===== src/design/trca_pkg.sv =====
`timescale 1ns / 1ps
// ----------------------------------------------------------------------------
// trca_pkg
// Shared types and constants for the touch report calibrate/assemble block.
// ----------------------------------------------------------------------------
package trca_pkg;

  localparam int COORD_W  = 12;
  localparam int GAIN_W   = 16;
  localparam int CNT_W    = 5;   // holds a frame count up to the largest slot count
  localparam int PROD_W   = COORD_W + GAIN_W;
  localparam int DIVIN_W  = 19;  // products below the saturation limit, divided by 8
  localparam int RECIP_W  = 20;
  localparam int QPROD_W  = DIVIN_W + RECIP_W;

  localparam logic [COORD_W-1:0] COORD_MAX    = 12'hFFF;
  localparam logic [7:0]         RELEASE_CODE = 8'h80;
  localparam logic [7:0]         TOUCH_SIZE   = 8'd128;

  // divide by 1000: drop 3 bits, then floor(a / 125) = (a * ceil(2^26 / 125)) >> 26
  localparam logic [RECIP_W-1:0] RECIP_M     = 20'd536871;
  localparam int                 RECIP_SHIFT = 26;
  localparam logic [PROD_W-1:0]  SAT_LIMIT   = 28'd4096000;  // 4096 * 1000

  // configuration register indexes
  localparam logic [2:0] REG_CALIB_ENABLE = 3'd0;
  localparam logic [2:0] REG_MIN_X        = 3'd1;
  localparam logic [2:0] REG_MAX_X        = 3'd2;
  localparam logic [2:0] REG_MIN_Y        = 3'd3;
  localparam logic [2:0] REG_MAX_Y        = 3'd4;
  localparam logic [2:0] REG_GAIN_X       = 3'd5;
  localparam logic [2:0] REG_GAIN_Y       = 3'd6;

  typedef struct packed {
    logic [7:0]         contact_count;
    logic [7:0]         contact_index;
    logic [COORD_W-1:0] raw_x;
    logic [COORD_W-1:0] raw_y;
  } in_item_t;

  typedef struct packed {
    logic               release_res;
    logic [2:0]         slot;
    logic [COORD_W-1:0] pos_x;
    logic [COORD_W-1:0] pos_y;
    logic [7:0]         touch_size;
    logic               last;
  } out_item_t;

  typedef struct packed {
    logic               enable;
    logic [COORD_W-1:0] min_x;
    logic [COORD_W-1:0] max_x;
    logic [COORD_W-1:0] min_y;
    logic [COORD_W-1:0] max_y;
    logic [GAIN_W-1:0]  gain_x;
    logic [GAIN_W-1:0]  gain_y;
  } calib_t;

  // work handed from the front to the back
  typedef struct packed {
    logic             release_cmd;
    logic [CNT_W-1:0] count;
  } cmd_t;

  typedef struct packed {
    logic empty;
    logic full;
  } q_status_t;

endpackage


===== src/design/trca_cmdq.sv =====
`timescale 1ns / 1ps
// ----------------------------------------------------------------------------
// trca_cmdq
// Two-entry command queue between the front and the back.
// ----------------------------------------------------------------------------
module trca_cmdq (
  input  logic             clk,
  input  logic             rst,
  input  logic             wr_en,
  input  trca_pkg::cmd_t   wr_data,
  input  logic             rd_en,
  output trca_pkg::cmd_t   rd_data,
  output trca_pkg::q_status_t status
);
  import trca_pkg::*;

  cmd_t       mem [2];
  logic       wr_ptr;
  logic       rd_ptr;
  logic [1:0] fill;

  always_ff @(posedge clk) begin
    if (rst) begin
      wr_ptr <= 1'b0;
      rd_ptr <= 1'b0;
      fill   <= 2'd0;
    end else begin
      if (wr_en) wr_ptr <= ~wr_ptr;
      if (rd_en) rd_ptr <= ~rd_ptr;
      fill <= fill + {1'b0, wr_en} - {1'b0, rd_en};
    end
  end

  always_ff @(posedge clk) begin
    if (wr_en) mem[wr_ptr] <= wr_data;
  end

  assign rd_data      = mem[rd_ptr];
  assign status.empty = (fill == 2'd0);
  assign status.full  = (fill == 2'd2);

endmodule


===== src/design/trca_front.sv =====
`timescale 1ns / 1ps
// ----------------------------------------------------------------------------
// trca_front
// Accepts reports, inverts and calibrates, stores slots, issues commands.
// ----------------------------------------------------------------------------
module trca_front #(
  parameter int MAX_FINGERS = 5,
  parameter int SW          = 3
) (
  input  logic                 clk,
  input  logic                 rst,
  input  logic                 push,
  output logic                 full,
  input  trca_pkg::in_item_t   item,
  input  trca_pkg::calib_t     calib,
  input  trca_pkg::q_status_t  q_stat,
  input  logic                 back_busy,
  output logic                 cmd_wr,
  output trca_pkg::cmd_t       cmd,
  input  logic [SW-1:0]        rd_idx,
  output logic [trca_pkg::COORD_W-1:0] rd_x,
  output logic [trca_pkg::COORD_W-1:0] rd_y
);
  import trca_pkg::*;

  typedef enum logic [4:0] {
    F_IDLE   = 5'b00001,
    F_CLAMP  = 5'b00010,
    F_MUL    = 5'b00100,
    F_DIV    = 5'b01000,
    F_COMMIT = 5'b10000
  } fstate_t;

  fstate_t            state;
  fstate_t            state_next;
  logic [7:0]         count;
  logic [7:0]         idx;
  logic [COORD_W-1:0] inv_x;
  logic [COORD_W-1:0] inv_y;
  logic [COORD_W-1:0] off_x;
  logic [COORD_W-1:0] off_y;
  logic [PROD_W-1:0]  prod_x;
  logic [PROD_W-1:0]  prod_y;
  logic [QPROD_W-1:0] qprod_x;
  logic [QPROD_W-1:0] qprod_y;
  logic               sat_x;
  logic               sat_y;
  logic [COORD_W-1:0] slot_x [MAX_FINGERS];
  logic [COORD_W-1:0] slot_y [MAX_FINGERS];

  logic               idx_ok;
  logic               is_release;
  logic               is_frame;
  logic               need_cmd;
  logic               commit_go;
  logic [SW-1:0]      wr_idx;
  logic [COORD_W-1:0] fin_x;
  logic [COORD_W-1:0] fin_y;

  function automatic logic [COORD_W-1:0] clamp_off(input logic [COORD_W-1:0] v,
                                                   input logic [COORD_W-1:0] lo,
                                                   input logic [COORD_W-1:0] hi);
    logic [COORD_W-1:0] t;
    t = (v >= hi) ? hi : v;
    if (t < lo) t = lo;
    return t - lo;
  endfunction

  assign idx_ok     = (idx != 8'd0) && (idx <= 8'(MAX_FINGERS));
  assign is_release = (count == RELEASE_CODE);
  assign is_frame   = idx_ok && (count == idx);
  assign need_cmd   = is_release || is_frame;
  assign wr_idx     = SW'(idx - 8'd1);

  // slot writes wait until the back has drained every older frame
  assign commit_go = (!idx_ok || (q_stat.empty && !back_busy)) &&
                     (!need_cmd || !q_stat.full);

  assign fin_x = !calib.enable ? inv_x : (sat_x ? COORD_MAX : qprod_x[RECIP_SHIFT +: COORD_W]);
  assign fin_y = !calib.enable ? inv_y : (sat_y ? COORD_MAX : qprod_y[RECIP_SHIFT +: COORD_W]);

  assign full = (state != F_IDLE);

  always_comb begin
    state_next = state;
    unique case (state)
      F_IDLE:   if (push) state_next = F_CLAMP;
      F_CLAMP:  state_next = F_MUL;
      F_MUL:    state_next = F_DIV;
      F_DIV:    state_next = F_COMMIT;
      F_COMMIT: if (commit_go) state_next = F_IDLE;
      default:  state_next = F_IDLE;
    endcase
  end

  always_ff @(posedge clk) begin
    if (rst) state <= F_IDLE;
    else     state <= state_next;
  end

  // datapath, one step per state
  always_ff @(posedge clk) begin
    if (state == F_IDLE && push) begin
      count <= item.contact_count;
      idx   <= item.contact_index;
      inv_x <= ~item.raw_x;
      inv_y <= ~item.raw_y;
    end
    if (state == F_CLAMP) begin
      off_x <= clamp_off(inv_x, calib.min_x, calib.max_x);
      off_y <= clamp_off(inv_y, calib.min_y, calib.max_y);
    end
    if (state == F_MUL) begin
      prod_x <= PROD_W'(off_x) * PROD_W'(calib.gain_x);
      prod_y <= PROD_W'(off_y) * PROD_W'(calib.gain_y);
    end
    if (state == F_DIV) begin
      qprod_x <= QPROD_W'(prod_x[3 +: DIVIN_W]) * QPROD_W'(RECIP_M);
      qprod_y <= QPROD_W'(prod_y[3 +: DIVIN_W]) * QPROD_W'(RECIP_M);
      sat_x   <= (prod_x >= SAT_LIMIT);
      sat_y   <= (prod_y >= SAT_LIMIT);
    end
  end

  // slot store
  always_ff @(posedge clk) begin
    if (rst) begin
      for (int i = 0; i < MAX_FINGERS; i++) begin
        slot_x[i] <= '0;
        slot_y[i] <= '0;
      end
    end else if (state == F_COMMIT && commit_go && idx_ok) begin
      slot_x[wr_idx] <= fin_x;
      slot_y[wr_idx] <= fin_y;
    end
  end

  assign rd_x = slot_x[rd_idx];
  assign rd_y = slot_y[rd_idx];

  assign cmd_wr          = (state == F_COMMIT) && commit_go && need_cmd;
  assign cmd.release_cmd = is_release;
  assign cmd.count       = CNT_W'(idx);

endmodule


===== src/design/trca_back.sv =====
`timescale 1ns / 1ps
// ----------------------------------------------------------------------------
// trca_back
// Turns queued commands into result items, one per cycle while the output register is free.
// ----------------------------------------------------------------------------
module trca_back #(
  parameter int SW = 3
) (
  input  logic                 clk,
  input  logic                 rst,
  input  trca_pkg::q_status_t  q_stat,
  input  trca_pkg::cmd_t       q_data,
  output logic                 q_rd,
  output logic                 busy,
  output logic [SW-1:0]        rd_idx,
  input  logic [trca_pkg::COORD_W-1:0] rd_x,
  input  logic [trca_pkg::COORD_W-1:0] rd_y,
  output logic                 empty,
  input  logic                 pop,
  output trca_pkg::out_item_t  result
);
  import trca_pkg::*;

  typedef enum logic [1:0] {
    B_IDLE = 2'b01,
    B_EMIT = 2'b10
  } bstate_t;

  bstate_t   state;
  cmd_t      cur;
  logic [SW-1:0] k;
  logic      out_valid;
  logic      out_free;
  logic      k_last;
  out_item_t res_next;

  assign out_free = !out_valid || pop;
  assign k_last   = cur.release_cmd || ((CNT_W'(k) + CNT_W'(1)) == cur.count);
  assign q_rd     = (state == B_IDLE) && !q_stat.empty;
  assign busy     = (state == B_EMIT);
  assign rd_idx   = k;
  assign empty    = !out_valid;

  always_comb begin
    if (cur.release_cmd) begin
      res_next.release_res = 1'b1;
      res_next.slot        = 3'd0;
      res_next.pos_x       = '0;
      res_next.pos_y       = '0;
      res_next.touch_size  = 8'd0;
      res_next.last        = 1'b1;
    end else begin
      res_next.release_res = 1'b0;
      res_next.slot        = 3'(k);
      res_next.pos_x       = rd_x;
      res_next.pos_y       = rd_y;
      res_next.touch_size  = TOUCH_SIZE;
      res_next.last        = k_last;
    end
  end

  always_ff @(posedge clk) begin
    if (rst) begin
      state     <= B_IDLE;
      out_valid <= 1'b0;
      k         <= '0;
    end else begin
      unique case (state)
        B_IDLE: begin
          if (!q_stat.empty) begin
            state <= B_EMIT;
            k     <= '0;
          end
        end
        B_EMIT: begin
          if (out_free) begin
            if (k_last) state <= B_IDLE;
            else        k <= k + SW'(1);
          end
        end
        default: state <= B_IDLE;
      endcase
      // a new result fills the register, a pop alone empties it
      if (state == B_EMIT && out_free) out_valid <= 1'b1;
      else if (pop)                    out_valid <= 1'b0;
    end
  end

  always_ff @(posedge clk) begin
    if (q_rd) cur <= q_data;
    if (state == B_EMIT && out_free) result <= res_next;
  end

endmodule


===== src/design/touch_report_calibrate_assemble_core.sv =====
`timescale 1ns / 1ps
// ----------------------------------------------------------------------------
// touch_report_calibrate_assemble_core
// Touch report calibration and frame assembly.
// ----------------------------------------------------------------------------
// Each report pushed in is inverted (4095 - raw), optionally clamped to the
// min/max window, offset by min, scaled by gain/1000 and saturated at 4095,
// then stored in the slot of its one-based contact index (indexes of 0 or
// above MAX_FINGERS store nothing). A report whose count equals its index
// completes a frame and pops out one result per stored slot 0..count-1, the
// final one flagged last. A count of 0x80 pops out a single release result
// instead. The front takes one report at a time through its accept, clamp,
// multiply, reciprocal divide and commit steps; results leave at one per
// cycle from a single output register while pop keeps it free. A report
// that writes a slot holds in commit until the back has finished emitting
// every earlier frame, so the next slot write waits for the results of the
// frame before it, and waits longer while pop is held low.
// Configuration may be written whenever the block is idle; cfg_ready is
// always high.
// ----------------------------------------------------------------------------
module touch_report_calibrate_assemble_core #(
  parameter int MAX_FINGERS = 5
) (
  input  logic                clk,
  input  logic                rst,
  // report input
  input  logic                push,
  output logic                full,
  input  trca_pkg::in_item_t  item,
  // result output
  output logic                empty,
  input  logic                pop,
  output trca_pkg::out_item_t result,
  // configuration writes
  input  logic                cfg_valid,
  output logic                cfg_ready,
  input  logic [2:0]          cfg_index,
  input  logic [15:0]         cfg_data
);
  import trca_pkg::*;

  // slot index width
  localparam int SW = (MAX_FINGERS > 1) ? $clog2(MAX_FINGERS) : 1;

  calib_t             calib;
  q_status_t          q_stat;
  cmd_t               cmd_in;
  cmd_t               cmd_out;
  logic               cmd_wr;
  logic               cmd_rd;
  logic               back_busy;
  logic [SW-1:0]      rd_idx;
  logic [COORD_W-1:0] rd_x;
  logic [COORD_W-1:0] rd_y;

  assign cfg_ready = 1'b1;

  // configuration registers, unknown indexes are ignored
  always_ff @(posedge clk) begin
    if (rst) begin
      calib.enable <= 1'b0;
      calib.min_x  <= '0;
      calib.max_x  <= COORD_MAX;
      calib.min_y  <= '0;
      calib.max_y  <= COORD_MAX;
      calib.gain_x <= 16'd1000;
      calib.gain_y <= 16'd1000;
    end else if (cfg_valid) begin
      unique case (cfg_index)
        REG_CALIB_ENABLE: calib.enable <= cfg_data[0];
        REG_MIN_X:        calib.min_x  <= cfg_data[COORD_W-1:0];
        REG_MAX_X:        calib.max_x  <= cfg_data[COORD_W-1:0];
        REG_MIN_Y:        calib.min_y  <= cfg_data[COORD_W-1:0];
        REG_MAX_Y:        calib.max_y  <= cfg_data[COORD_W-1:0];
        REG_GAIN_X:       calib.gain_x <= cfg_data;
        REG_GAIN_Y:       calib.gain_y <= cfg_data;
        default: ;
      endcase
    end
  end

  // front: accept, calibrate, store, issue commands
  trca_front #(
    .MAX_FINGERS (MAX_FINGERS),
    .SW          (SW)
  ) u_front (
    .clk       (clk),
    .rst       (rst),
    .push      (push),
    .full      (full),
    .item      (item),
    .calib     (calib),
    .q_stat    (q_stat),
    .back_busy (back_busy),
    .cmd_wr    (cmd_wr),
    .cmd       (cmd_in),
    .rd_idx    (rd_idx),
    .rd_x      (rd_x),
    .rd_y      (rd_y)
  );

  // command queue lets the front finish while results drain
  trca_cmdq u_cmdq (
    .clk     (clk),
    .rst     (rst),
    .wr_en   (cmd_wr),
    .wr_data (cmd_in),
    .rd_en   (cmd_rd),
    .rd_data (cmd_out),
    .status  (q_stat)
  );

  // back: walk the slots and feed the output register
  trca_back #(
    .SW (SW)
  ) u_back (
    .clk    (clk),
    .rst    (rst),
    .q_stat (q_stat),
    .q_data (cmd_out),
    .q_rd   (cmd_rd),
    .busy   (back_busy),
    .rd_idx (rd_idx),
    .rd_x   (rd_x),
    .rd_y   (rd_y),
    .empty  (empty),
    .pop    (pop),
    .result (result)
  );

endmodule


===== config.mk =====
export PLATFORM = sky130hd
export DESIGN_NAME = touch_report_calibrate_assemble_core
export DESIGN_NICKNAME = d
export VERILOG_FILES = /design/src/design/trca_pkg.sv /design/src/design/trca_cmdq.sv /design/src/design/trca_front.sv /design/src/design/trca_back.sv /design/src/design/touch_report_calibrate_assemble_core.sv
export SDC_FILE = /design/constraint.sdc
export NUM_CORES = 2
export LEC_CHECK = 0
export BUFFER_PORTS_ARGS = -buffer_cell sky130_fd_sc_hd__buf_2
export CAP_MARGIN = 30
export CORE_ASPECT_RATIO = 0.5
export CORE_UTILIZATION = 60
export CTS_BUF_LIST = sky130_fd_sc_hd__clkbuf_4
export CTS_CLUSTER_SIZE = 40
export DETAILED_ROUTE_END_ITERATION = 7
export GPL_ROUTABILITY_DRIVEN = 0
export GPL_TIMING_DRIVEN = 0
export PLACE_DENSITY = 0.8
export SETUP_SLACK_MARGIN = 0.4
export SYNTH_ARGS = -nofsm -noshare
export SYNTH_HDL_FRONTEND = slang
export SYNTH_SLANG_ARGS = --single-unit

===== constraint.sdc =====
create_clock -name clk -period 5.32 [get_ports clk]
set_input_delay 0.532 -clock clk [delete_from_list [all_inputs] [get_ports clk]]
set_output_delay 0.532 -clock clk [all_outputs]
set_load 0.005 [all_outputs]

### Yosys cells after proc, flatten, opt, wreduce, memory -nomap -nowiden

Memories as Yosys holds them, arrays and structs flattened. A register that Yosys moved wholly into a read port is not among the register bits.
Cells that the tools add are included.

* reduce and logical (&&, ||, !) cells: 38
* bitwise gates (word level): 4
* equal/unequal tests: 24
* add/sub/neg operators: 7
* multipliers: 4
* mux-type cells: 41
* magnitude comparators: 7

Operators by type and width (number)
* $mux W12: 12
* $mul A19 B20 Y38 const B: 2
* $ge A28 B22 Y1 const B: 2
* $mul A12 B16 Y28: 2
* $mux W37: 1
* $mux W3: 9
* $pmux W5 S5: 1
* $ge A12 B12 Y1: 2
* $lt A12 B12 Y1: 2
* $not A12 Y12: 2
* $reduce_or A12 Y1: 2
* $sub A12 B12 Y12: 2
* $reduce_and A2 Y1: 8
* $mux W1: 11
* $logic_and A1 B1 Y1: 10
* $mux W5: 2
* $eq A3 B3 Y1 const B: 3
* $eq A8 B8 Y1: 1
* $eq A8 B8 Y1 const B: 1
* $le A8 B3 Y1 const B: 1
* $reduce_bool A8 Y1: 1
* $eq A3 B2 Y1 const B: 2
* $logic_not A1 Y1: 6
* $mux W2: 3
* 26 further kinds: 37

* RAM bits: 132
* memories: 3
* input port bits: 64
* register bits after elaboration: 331
* output and inout bits: 40

Memory list
* u_front.slot_x: depth 5, width 12, read ports 1, clocked after Yosys merged registers in 1, wr ports 5, RTL line trca_front.sv:48 `logic [COORD_W-1:0] slot_x [MAX_FINGERS];`
* u_front.slot_y: depth 5, width 12, read ports 1, clocked after Yosys merged registers in 1, wr ports 5, RTL line trca_front.sv:49 `logic [COORD_W-1:0] slot_y [MAX_FINGERS];`
* u_cmdq.mem: depth 2, width 6, read ports 1, clocked after Yosys merged registers in 1, wr ports 1, RTL line trca_cmdq.sv:17 `cmd_t mem [2];`

### Longest topological paths before layout

* depth in word-level cells: 14
* mapped depth: 33
* mapped depth without buffers: 31

### Hierarchy

Synthesis repeated with hierarchy kept, for this count alone.

* cell total of the unflattened synthesis: 4073
* area, all modules: 43475.4 um2

Modules (own cells, without submodules)
* trca_front: instances 1, cells each 3608, area an instance 37913.9 um2
* touch_report_calibrate_assemble_core: instances 1, cells each 302, area an instance 3209.3 um2
* trca_back: instances 1, cells each 123, area an instance 1702.9 um2
* trca_cmdq: instances 1, cells each 40, area an instance 649.4 um2

### Worst setup path after synthesis

Ideal clock, no wire load.

* kind: register -> register
* from: register u_front.prod_x[19]
* to: register u_front.qprod_x[34], data pin
* library setup time: 0.267 ns
* buffers on the path: 0
* clock period less this slack: 5.776 ns
* arrival: 5.509 ns
* data required time: 5.053 ns
* cell stages (with the launch flop): 21
* path slack: -0.456 ns
* cell sequence: edfxtp_1 fa_1 inv_1 fa_1 inv_1 fa_1 fa_1 fa_1 inv_1 fa_1 inv_1 ha_1 nand3_1 nor4_1 a221oi_1 a31oi_1 o311ai_2 nand2_1 a31o_2 a211oi_1 nor3_1

* word-level cells in the longest chain between the ends: 1

RTL lines
* start: declaration: RTL line trca_front.sv:42 `logic [PROD_W-1:0] prod_x;`
* start signal: assignment: RTL line trca_front.sv:114 `prod_x <= PROD_W'(off_x) * PROD_W'(calib.gain_x);`
* $mul A19 B20 Y38: RTL line trca_front.sv:118 `qprod_x <= QPROD_W'(prod_x[3 +: DIVIN_W]) * QPROD_W'(RECIP_M);`
* end signal: assignment: RTL line trca_front.sv:118
* end: declaration: RTL line trca_front.sv:44 `logic [QPROD_W-1:0] qprod_x;`

Every way passes these cells.
A chain may end at the register's enable or synchronous reset.

### Final worst setup path

* from: register u_front.inv_x[9]
* to: register u_front.off_x[11], data pin

* word-level cells in the longest chain between the ends: 6

RTL lines
* start: declaration: RTL line trca_front.sv:38 `logic [COORD_W-1:0] inv_x;`
* start signal: assignment: RTL line trca_front.sv:106 `inv_x <= ~item.raw_x;`
* $ge A12 B12 Y1: RTL line trca_front.sv:64 `t = (v >= hi) ? hi : v;`
* $mux W12 *: RTL line trca_front.sv:64
* $lt A12 B12 Y1: RTL line trca_front.sv:65 `if (t < lo) t = lo;`
* $mux W12 *: RTL line trca_front.sv:65
* $mux W12 *: RTL line trca_front.sv:109 `if (state == F_CLAMP) begin`
* $sub A12 B12 Y12 *: RTL line trca_front.sv:66 `return t - lo;`
* end signal: assignment: RTL line trca_front.sv:110 `off_x <= clamp_off(inv_x, calib.min_x, calib.max_x);`
* end: declaration: RTL line trca_front.sv:40 `logic [COORD_W-1:0] off_x;`

Every way passes the cells marked *; elsewhere a longest branch is shown, timed or not. The select of a mux whose other input is x is not followed.

==> impl_metrics.json <==
{
  "hold_path.class": "primary input to flop",
  "ys_ff_latch": 485,
  "hold_viol_final": 0,
  "fin_crit_ns": 6.05,
  "dieArea_mm2": 0.0721,
  "htreeDepth": 3,
  "root_buffer": "clkbuf_4",
  "coreArea_mm2": 0.0696,
  "relSlewSlack_pct": 24.2,
  "cts_buffers": 108,
  "max_cap_violations": 0,
  "seqPwrFrac_pct": 29.6,
  "track_usage_pct": 31.7,
  "startpoint_type": "flop",
  "ys.flop_type": "edfxtp_1",
  "pin_count": 104,
  "yosysUniqueCellTypes": 78,
  "initial_core_util_pct": 61.2,
  "drc": 0,
  "fmax_ghz": 0.165,
  "p_sw_mw": 5.77,
  "postRouteAntennaNets": 0,
  "finClkSkew_ns": 0.0615,
  "die_width_um": 379,
  "total_power_mw": 15.5,
  "dpl.cell_count": 5117,
  "drive_gt1_share_pct": 20.6,
  "cts.path.max_buffers": 3,
  "min_from": "cfg_index[2]",
  "cp_max_fo": 5,
  "num_rows": 68,
  "clk_latency_ns": 0.95,
  "final_max_slew_viol_count": 0,
  "rsz0062_at_grt": "true",
  "dr_total_vias": 32700,
  "final_common_cell": "inv_1",
  "grt_pass1_vias": 33400,
  "r2r_start": "u_front.inv_x[9]",
  "grt_max_degree": 41,
  "min_to": "calib[56]",
  "placed_cell_area_mm2": 0.0450,
  "synthToLayoutAreaGrowth_pct": 18.6,
  "required_ns": 5.98,
  "cp.arrival_ns": 6.71,
  "p_leak_nw": 23.9,
  "clkSinkCount": 485,
  "seq_area_frac_synth_pct": 31.9,
  "wl_per_cell_um": 21.3,
  "pwr-share-clk_pct": 20.7,
  "final_cell_mix": "inv_1, ha_1, nand2_1",
  "worstRegToRegCells": 26,
  "layout.area.seq_mm2": 0.0136,
  "rrSetupSlack_ns": -0.73,
  "worst_pin_slew_ns": 1.14,
  "holdPathStages": 4,
  "reg2reg_to": "u_front.off_x[11]",
  "fill_cells": 4242,
  "finalWirelength_um": 119000,
  "combPwrFrac_pct": 49.6,
  "clk_pin_slew_worst_paths_ns": 0.09,
  "grt_overflow": 0,
  "ir_drop_mv": 0.336,
  "initialDrtViolationCount": 3107,
  "ys_warn_count": 0,
  "powerDensity_mw_per_mm2": 307,
  "violations": "negative setup slack",
  "setup_viol": 56,
  "p_int_mw": 9.75,
  "timing.final.crit_share_pct": 114,
  "io_buffers": 94,
  "antenna_found_initial": 3,
  "synth_cells": 4051,
  "drt-pass1-iter-count": 6,
  "stdcell_count": 5586,
  "fp.dieH_um": 190,
  "grt_pass1_wl_um": 176000,
  "swShare_pct": 37.2,
  "vias_per_cell": 5.85,
  "pre_cts_slack_ns": -1.18,
  "async_flop_share_pct": 0,
  "synthesis.area_mm2": 0.0426,
  "crit_type": "flop to flop",
  "cts_tree": "done",
  "fin_util_pct": 72.5,
  "design_area_mm2": 0.0505,
  "final_nets": 5601,
  "multi_input_area_mm2": 0.0270,
  "outcome": "finished, violations left",
  "place_hpwl_um": 82100,
  "syn_avg_cell_area_um2": 10.5,
  "synth_edf_count": 386,
  "setup_ws_ns": -0.727,
  "end_kind": "flop"
}
-- sequential cells by signal (all words and copies together) (netlist names), 28 cells and up, named ones only --
signal and flops:
calib 81, u_front.slot_x 96, u_front.prod_y 28, u_front.slot_y 96, u_front.prod_x 28, u_back.result 30
-- final cells by class --
cell class | instances | area share (%)
Antenna cell | 2 | 0.00991
Buffer | 127 | 1.69
Clock buffer | 163 | 2.42
Clock inverter | 32 | 0.543
Inverter | 835 | 6.21
Multi-Input combinational cell | 2610 | 53.6
Sequential cell | 485 | 26.9
Tap cell | 945 | 2.34
Timing Repair Buffer | 387 | 6.31
-- worst max-delay path, stage by stage (launching register included) --
cell       delay [ns]
edfxtp_1         0.49
ha_1             0.34
a21o_1           0.19
a21oi_1          0.27
nor2b_1          0.13
a2111oi_4        0.40
clkbuf_8         0.25
buf_4            0.10
nand2_1          0.05
o21ai_1          0.36
ha_1             0.28
nand4_1          0.10
or2_4            0.25
a211oi_4         0.24
nor2_2           0.09
buf_6            0.14
mux2_4           0.33
ha_4             0.23
nor2b_4          0.13
o21ai_2          0.17
a21boi_2         0.09
o21ai_2          0.19
a21boi_2         0.09
o21ai_2          0.19
a21oi_2          0.09
o41ai_2          0.41
xnor2_1          0.15
-- what timing repair did --
| action | in CTS | in global routing |
|---|---|---|
| setup buffers | 144 | 63 |
| gates cloned | 2 | 0 |
| resized for setup | 260 | 213 |
| pin swaps | 167 | 132 |
| hold endpoints to repair | 118 | 0 |
| hold buffers | 61 | 0 |
| setup endpoints to repair | 76 | 77 |
-- cell usage after synthesis (48+ instances only) --
library cell / n / area [um^2]
dfxtp_1: 99 / 1980
fa_1: 444 / 8890
edfxtp_1: 386 / 11600
nor2_1: 266 / 998
inv_1: 835 / 3130
and2_1: 112 / 701
ha_1: 539 / 6740
clkbuf_1: 108 / 405
nand2_1: 459 / 1720
a21oi_1: 120 / 601
xnor2_1: 67 / 587
o21ai_0: 74 / 370
mux4_2: 48 / 1080
-- per-stage QoR --
stage          hold slack, ns  TNS [ns]
2_1_floorplan           0.436     -1.95
3_3_place_gp            0.445    -28.41
3_5_place_dp            0.452    -29.84
4_1_cts                0.0245    -11.21
5_1_grt                 0.111    -31.85
6_report                0.118    -23.12
-- metal layers --
layer | global-route usage (%) | routed length (um) | vias up
met5 | 0 | 0 | -
met4 | 15.5 | 7240 | 0
met3 | 6.40 | 11300 | 572
met2 | 53.5 | 57600 | 1836
met1 | 39.0 | 42900 | 16100
li1 | - | - | 14200
-- power groups by stage --
stage               Combinational (mW)  Clock, mW  Sequential [mW]
floorplan                         3.96          0             4.63
global placement                  5.02          0             4.68
detailed placement                5.24          0             4.68
CTS                               6.46       3.20             4.59
global route                      8.22       3.39             4.61
finish                            7.70       3.22             4.60
-- logic make-up after synthesis --
| logic type | Yosys count | synth area share [%] |
|---|---|---|
| compound gates | 382 | 5.85 |
| xor+xnor | 90 | 1.85 |
| fa+ha+maj | 983 | 36.7 |
| buf+inv | 962 | 8.58 |
| flops | 485 | 31.9 |
| mux | 108 | 4.13 |
| other cells | 2 | 0.0176 |
| simple gates | 1039 | 11.0 |
-- worst max path at each step --
| stage | endpoint | startpoint | slack [ns] | depth (start not counted) |
|---|---|---|---|---|
| after global routing | u_front.qprod_x[34] | u_front.prod_x[19] | -0.93 | 22 |
| final | u_front.off_x[11] | u_front.inv_x[9] | -0.73 | 26 |
| after detailed placement | u_front.qprod_x[37] | u_front.prod_x[21] | -1.18 | 20 |
| after floorplan | u_front.qprod_x[34] | u_front.prod_x[21] | -0.40 | 20 |
| after global placement | u_front.qprod_x[37] | u_front.prod_x[21] | -1.15 | 20 |
| after CTS | u_front.qprod_x[37] | u_front.prod_x[19] | -0.60 | 21 |
Power figures use the tool's default switching activity.
